--- config.mk ---
export PLATFORM = sky130hd
export DESIGN_NAME = duplicate_sequence_filter_flat
export DESIGN_NICKNAME = d
export VERILOG_FILES = /design/src/rtl/dsf_pkg.sv /design/src/rtl/dsf_if.sv /design/src/rtl/dsf_cell.sv /design/src/rtl/duplicate_sequence_filter.sv /design/src/flat_wrapper.sv
export SDC_FILE = /design/constraint.sdc
export NUM_CORES = 2
export LEC_CHECK = 0
export ABC_AREA = 1
export ABC_CLOCK_PERIOD_IN_PS = 5500
export BUFFER_PORTS_ARGS = -buffer_cell sky130_fd_sc_hd__buf_2
export CAP_MARGIN = 20
export CORE_ASPECT_RATIO = 1.25
export CORE_UTILIZATION = 25
export DETAILED_ROUTE_END_ITERATION = 16
export GPL_TIMING_DRIVEN = 0
export PLACE_DENSITY = 0.5
export SETUP_SLACK_MARGIN = 0.1
export SYNTH_ARGS = -nofsm -noshare
export SYNTH_HDL_FRONTEND = slang
export SYNTH_HIERARCHICAL = 1
export SYNTH_SLANG_ARGS = --single-unit
--- constraint.sdc ---
create_clock -name i_clk -period 5.5 [get_ports i_clk]
set_input_delay 1.1 -clock i_clk [delete_from_list [all_inputs] [get_ports i_clk]]
set_output_delay 1.1 -clock i_clk [all_outputs]
set_load 0.05 [all_outputs]
--- src/rtl/dsf_pkg.sv ---
// shared widths, defaults and the query word type for the duplicate filter
package dsf_pkg;

    localparam int DSF_ADDR_W          = 48;
    localparam int DSF_SEQ_W           = 16;
    localparam int DSF_TABLE_ENTRIES   = 32;

    // query word walking down the cell chain
    typedef struct packed {
        logic                  valid;
        logic                  done;
        logic                  is_new;
        logic                  inserted;
        logic [DSF_ADDR_W-1:0] src_addr;
        logic [DSF_SEQ_W-1:0]  seq_num;
    } t_token;

endpackage

--- src/rtl/dsf_if.sv ---
// valid/ready channel interfaces for input and result words of the duplicate filter
interface dsf_in_if import dsf_pkg::*; ();
    logic                  valid;
    logic                  ready;
    logic [DSF_ADDR_W-1:0] src_addr;
    logic [DSF_SEQ_W-1:0]  seq_num;

    modport source (output valid, output src_addr, output seq_num, input ready);
    modport sink   (input valid, input src_addr, input seq_num, output ready);
endinterface

interface dsf_out_if ();
    logic valid;
    logic ready;
    logic is_new;
    logic table_full;

    modport source (output valid, output is_new, output table_full, input ready);
    modport sink   (input valid, input is_new, input table_full, output ready);
endinterface

--- src/rtl/dsf_cell.sv ---
// one table entry of the filter chain: compares, updates or claims, then hands the word on
module dsf_cell
    import dsf_pkg::*;
#(
    parameter int TABLE_ENTRIES = DSF_TABLE_ENTRIES,
    parameter int IDX           = 0
) (
    input  logic                                 i_clk,
    input  logic                                 i_rst_n,
    input  logic [$clog2(TABLE_ENTRIES+1)-1:0]   i_count,
    input  t_token                               i_tok,
    output t_token                               o_tok
);

    localparam int CNT_W = $clog2(TABLE_ENTRIES + 1);
    localparam logic [CNT_W-1:0] IDX_C = CNT_W'(IDX);

    logic [DSF_ADDR_W-1:0] r_src;
    logic [DSF_SEQ_W-1:0]  r_seq;
    t_token                r_tok;
    t_token                n_tok;
    logic                  w_occupied;
    logic                  w_active;
    logic                  w_match;
    logic                  w_claim;
    logic                  w_newer;

    // entry state as seen by the passing word
    assign w_occupied = (IDX_C < i_count);
    assign w_active   = i_tok.valid && !i_tok.done;
    assign w_match    = w_active && w_occupied && (r_src == i_tok.src_addr);
    assign w_claim    = w_active && (IDX_C == i_count);
    assign w_newer    = (i_tok.seq_num > r_seq);

    // resolve the word here or pass it unchanged
    always_comb begin
        n_tok = i_tok;
        if (w_match) begin
            n_tok.done   = 1'b1;
            n_tok.is_new = w_newer;
        end else if (w_claim) begin
            n_tok.done     = 1'b1;
            n_tok.is_new   = 1'b1;
            n_tok.inserted = 1'b1;
        end
    end

    // entry storage, written only on a claim or a newer sequence
    always_ff @(posedge i_clk) begin
        if (w_claim) begin
            r_src <= i_tok.src_addr;
            r_seq <= i_tok.seq_num;
        end else if (w_match && w_newer) begin
            r_seq <= i_tok.seq_num;
        end
    end

    // hand-off register to the next cell
    always_ff @(posedge i_clk) begin
        if (!i_rst_n) begin
            r_tok.valid <= 1'b0;
        end else begin
            r_tok.valid <= n_tok.valid;
        end
        r_tok.done     <= n_tok.done;
        r_tok.is_new   <= n_tok.is_new;
        r_tok.inserted <= n_tok.inserted;
        r_tok.src_addr <= n_tok.src_addr;
        r_tok.seq_num  <= n_tok.seq_num;
    end

    assign o_tok = r_tok;

endmodule

--- src/rtl/duplicate_sequence_filter.sv ---
// top level of the receive-side duplicate sequence filter
//
//  port    dir   fields                 handshake
//  i_in    in    src_addr, seq_num      valid/ready, taken when both high
//  o_out   out   is_new, table_full     valid/ready, taken when both high
//
// one word at a time: a word walks the row of TABLE_ENTRIES cells, one cell per cycle,
// then lands in the result register; i_in.ready stays low from the accept on and
// returns the cycle after the result is taken, so a new word waits for that.
// the length of the cell row sets the latency.
// reset (synchronous, active low) empties the table by clearing the fill count.
// a stalled result holds; no new word is taken until it is delivered.
module duplicate_sequence_filter
    import dsf_pkg::*;
#(
    parameter int TABLE_ENTRIES = DSF_TABLE_ENTRIES
) (
    input  logic            i_clk,
    input  logic            i_rst_n,
    dsf_in_if.sink          i_in,
    dsf_out_if.source       o_out
);

    localparam int CNT_W = $clog2(TABLE_ENTRIES + 1);
    localparam logic [CNT_W-1:0] FULL_C = CNT_W'(TABLE_ENTRIES);

    logic             r_busy;
    logic [CNT_W-1:0] r_count;
    logic             r_out_valid;
    logic             r_is_new;
    logic             r_full;
    logic             w_in_acc;
    logic             w_out_acc;
    t_token           w_tok [TABLE_ENTRIES+1];
    t_token           w_tail;

    assign w_in_acc  = i_in.valid && i_in.ready;
    assign w_out_acc = o_out.valid && o_out.ready;

    // word entering the first cell
    assign w_tok[0] = '{valid:    w_in_acc,
                        done:     1'b0,
                        is_new:   1'b0,
                        inserted: 1'b0,
                        src_addr: i_in.src_addr,
                        seq_num:  i_in.seq_num};

    // the cell row
    for (genvar k = 0; k < TABLE_ENTRIES; k++) begin : g_cell
        dsf_cell #(
            .TABLE_ENTRIES(TABLE_ENTRIES),
            .IDX          (k)
        ) u_cell (
            .i_clk  (i_clk),
            .i_rst_n(i_rst_n),
            .i_count(r_count),
            .i_tok  (w_tok[k]),
            .o_tok  (w_tok[k+1])
        );
    end

    assign w_tail = w_tok[TABLE_ENTRIES];

    // busy from accept until the result word is taken
    always_ff @(posedge i_clk) begin
        if (!i_rst_n) begin
            r_busy <= 1'b0;
        end else if (w_in_acc) begin
            r_busy <= 1'b1;
        end else if (w_out_acc) begin
            r_busy <= 1'b0;
        end
    end

    // fill count, bumped when a word claimed a free cell
    always_ff @(posedge i_clk) begin
        if (!i_rst_n) begin
            r_count <= '0;
        end else if (w_tail.valid && w_tail.inserted) begin
            r_count <= r_count + CNT_W'(1);
        end
    end

    // result register; an unresolved word means the table is full
    always_ff @(posedge i_clk) begin
        if (!i_rst_n) begin
            r_out_valid <= 1'b0;
        end else if (w_tail.valid) begin
            r_out_valid <= 1'b1;
        end else if (w_out_acc) begin
            r_out_valid <= 1'b0;
        end
        if (w_tail.valid) begin
            r_is_new <= w_tail.done ? w_tail.is_new : 1'b1;
            r_full   <= !w_tail.done;
        end
    end

    assign i_in.ready       = !r_busy;
    assign o_out.valid      = r_out_valid;
    assign o_out.is_new     = r_is_new;
    assign o_out.table_full = r_full;

    // checks
    a_out_only_busy: assert property (@(posedge i_clk) disable iff (!i_rst_n)
        r_out_valid |-> r_busy)
        else $error("result pending while not busy");

    a_full_at_max: assert property (@(posedge i_clk) disable iff (!i_rst_n)
        (w_tail.valid && !w_tail.done) |-> (r_count == FULL_C))
        else $error("word fell off the row with free cells left");

    a_count_bound: assert property (@(posedge i_clk) disable iff (!i_rst_n)
        r_count <= FULL_C)
        else $error("fill count above table size");

    a_no_overwrite: assert property (@(posedge i_clk) disable iff (!i_rst_n)
        w_tail.valid |-> !r_out_valid)
        else $error("result register overwritten");

    a_accept_blocks: assert property (@(posedge i_clk) disable iff (!i_rst_n)
        w_in_acc |=> (r_busy && !i_in.ready))
        else $error("second word taken while one in flight");

endmodule
--- src/flat_wrapper.sv ---
// flat-port wrapper written by rule: the top's interface ports become plain ports
module duplicate_sequence_filter_flat import dsf_pkg::*;
#(
    parameter int TABLE_ENTRIES = DSF_TABLE_ENTRIES
)
  (i_clk, i_rst_n, i_in_valid, i_in_src_addr, i_in_seq_num, i_in_ready, o_out_valid, o_out_is_new, o_out_table_full, o_out_ready);
  dsf_in_if i_in_i ();
  dsf_out_if o_out_i ();
  input  logic i_clk;
  input  logic i_rst_n;
  input wire logic [$bits(i_in_i.valid)-1:0] i_in_valid;
  input wire logic [$bits(i_in_i.src_addr)-1:0] i_in_src_addr;
  input wire logic [$bits(i_in_i.seq_num)-1:0] i_in_seq_num;
  output wire logic [$bits(i_in_i.ready)-1:0] i_in_ready;
  output wire logic [$bits(o_out_i.valid)-1:0] o_out_valid;
  output wire logic [$bits(o_out_i.is_new)-1:0] o_out_is_new;
  output wire logic [$bits(o_out_i.table_full)-1:0] o_out_table_full;
  input wire logic [$bits(o_out_i.ready)-1:0] o_out_ready;
  assign i_in_i.valid = i_in_valid;
  assign i_in_i.src_addr = i_in_src_addr;
  assign i_in_i.seq_num = i_in_seq_num;
  assign i_in_ready = i_in_i.ready;
  assign o_out_valid = o_out_i.valid;
  assign o_out_is_new = o_out_i.is_new;
  assign o_out_table_full = o_out_i.table_full;
  assign o_out_i.ready = o_out_ready;
  duplicate_sequence_filter #(.TABLE_ENTRIES(TABLE_ENTRIES)) u_core (.i_clk(i_clk), .i_rst_n(i_rst_n), .i_in(i_in_i), .o_out(o_out_i));
endmodule
==> metrics <==
result of the run finished clean; clock-pin transition on the worst setup and hold timing paths 0.06 ns; worst r2r path cells 7; Resized Gates After CTS 0; Port Buffers a little over 70; endpoint with the worst hold slack u_core/g_cell[0].u_cell/o_tok[55]$_DFF_P_; Die Area about 610000 µm²; hold violation count in the final report 0; commonest cells after routing, fill and taps aside nand2_1 (3858), inv_1 (2681), dfxtp_1 (2114); Die Y-Extent about 870 µm; P per Cell Area around 360 nW/µm²; clock period minus final worst setup slack ~3.3 ns; min setup slack post-route approximately 2.2 ns; Reg-to-Reg Start u_core/r_count[0]$_SDFFE_PN0P_; Final Cycle Share 0.602; total of max-cap violations 0; vias in the first global route around 86000; Post-Syn Instances 14400; Total GRT Usage 0.104; remaining routing DRC violations 0; transition time at the pin with the least slew margin between 1 and 1.5 ns; Synth-to-Final Area Change 17.0%; Critical Path Start Type flip-flop; Slew Limit Headroom 0.243; average wire length per cell after detail routing 13.8 µm; count of buffers added by post-CTS timing repair for setup 0; leakage power figure roughly 78 nW; clock skew after layout ~0.10 ns; most common cell after layout, fill and taps aside nand2_1; number of endpoints failing setup at the final stage 0; most used cell, CP nand2_1; CTS Root Buffer Type clkbuf_16; residual overflow from global routing 0; number of clock sinks between 4000 and 5000; register-to-register setup slack ~2.2 ns; clock network latency to the later pin of the worst-skew pair about 1 ns; NumNets Final about 16000; share of post-route cells with drive strength above 1 0.0701; largest net degree at the start of global routing between 50 and 60; initial antenna violation count 4; worst-case hold slack 0.273 ns; critical path arrival between 3 and 4 ns; Final Total Pwr between 60 and 70 mW; number of primary I/O pins 72; worst-path cell with the longest stage delay nor4_4; Max Clock Freq 0.302 GHz; Mapped Area around 150000 µm²; maximum clock path buffer count 4; violation count after the first detailed-routing iteration about 4200; GPL Wtd Cong 0.825; area of the placeable core 603000 µm²; largest fanout of any net on the critical path 32; Chip Width around 700 µm; yosys synthesis warning count 6; synthesized area per cell 10.5 µm²; via-per-instance ratio between 3 and 4; Final Instance Count excl. Fillers roughly 23000; global-route wire length before repair between 400000 and 500000 µm; number of buffers added to fix hold violations after cts 0; list of cells traversed by the critical path buf_16 > nand2_1 > nor4_4 > buf_8 > buf_6 > inv_1 > nand2_1; HPWL after detailed placement about 250000 µm; capture instance of the worst register-to-register path u_core/g_cell[5].u_cell/r_seq[5]$_DFFE_PP_; CP Capture Type flip-flop; H-tree depth 5; WS Path Type reg -> reg; VDD IR max 276 µV; CTS tree yes; max incr delay on CP between 0.8 and 0.9 ns; detailed-routing iteration count for the pre-antenna-repair pass 5; cell count after placement around 23000; CP Launch Point u_core/r_count[0]$_SDFFE_PN0P_; Post-Place Worst Slack ~1.5 ns; Site Rows around 320; count of nets left with antenna violations after detail routing 0; CP required 6.08 ns; clock buffers created by TritonCTS between 400 and 500; min-delay src i_in_src_addr[39]; setup repair after global routing missed its margin no; number of cells on the worst hold path 1; number of pins with negative max-slew slack in the final report 0; final total negative setup slack 0 ns; routed via count just under 90000; initial standard-cell utilization of the core 0.251; Tightest Hold Check Type in -> reg; DRT Wirelength about 320000 µm
[how the worst max path moves through the flow]
stage               slack, ns                                      endpoint  cells after the start
finish                   2.19    u_core/g_cell[5].u_cell/r_seq[5]$_DFFE_PP_                      7
global route             1.99  u_core/g_cell[21].u_cell/r_seq[12]$_DFFE_PP_                     10
CTS                      2.07  u_core/g_cell[18].u_cell/r_seq[13]$_DFFE_PP_                      9
detailed placement       1.48   u_core/g_cell[0].u_cell/r_seq[11]$_DFFE_PP_                     11
global placement        -3.78   u_core/g_cell[17].u_cell/r_seq[8]$_DFFE_PP_                      4
floorplan                0.28   u_core/g_cell[17].u_cell/r_seq[0]$_DFFE_PP_                      4
[registers in the layout, indices dropped and copies added, names as in the netlist]
| name | flops |
|---|---|
| u_core/g_cell.u_cell/o_tok | 2112 |
| u_core/g_cell.u_cell/r_src | 1536 |
| u_core/g_cell.u_cell/r_seq | 512 |
| u_core/r_count | 6 |
| u_core/o_out.is_new | 1 |
| u_core/o_out.table_full | 1 |
| u_core/o_out.valid | 1 |
| u_core/r_busy | 1 |
[layer usage]
layer / up-vias / wire (µm) / GRT usage
met1: 40100 / 124000 / 0.108
met5: - / 0 / 0
met3: 584 / 9740 / 0.0154
met4: 0 / 14200 / 0.0417
met2: 1026 / 174000 / 0.204
li1: 46100 / - / -
[stage by stage]
stage,util,instance area [µm²]
after floorplan,-,151000
after global placement,0.268,162000
after detailed placement,0.270,163000
after CTS,0.294,177000
after global routing,0.294,177000
final,0.294,177000
[final cells by class]
| type | count | area [µm²] |
|---|---|---|
| fill | 62000 | 426000 |
| sequential | 4170 | 104000 |
| multi-input combinational | 7506 | 37300 |
| clock buffer | 631 | 12300 |
| inverter | 2732 | 10300 |
| tap | 8025 | 10000 |
| clock inverter | 161 | 1830 |
| timing repair buffer | 130 | 1380 |
| antenna | 3 | 7.51 |
| buffer | 1 | 5.00 |
[critical path, delay by kind of cell (launching register included)]
family,cells,cell delay [ns]
and+or+nand+nor,3,1.47
DFF,1,0.50
buffers and inverters,4,0.76
[report_power, final]
| group | switching (mW) | internal (mW) |
|---|---|---|
| logic | 0.857 | 0.610 |
| registers | 0.940 | 33.4 |
| clock network | 12.0 | 16.7 |
Note: power is estimated with default switching activity, not from simulation.
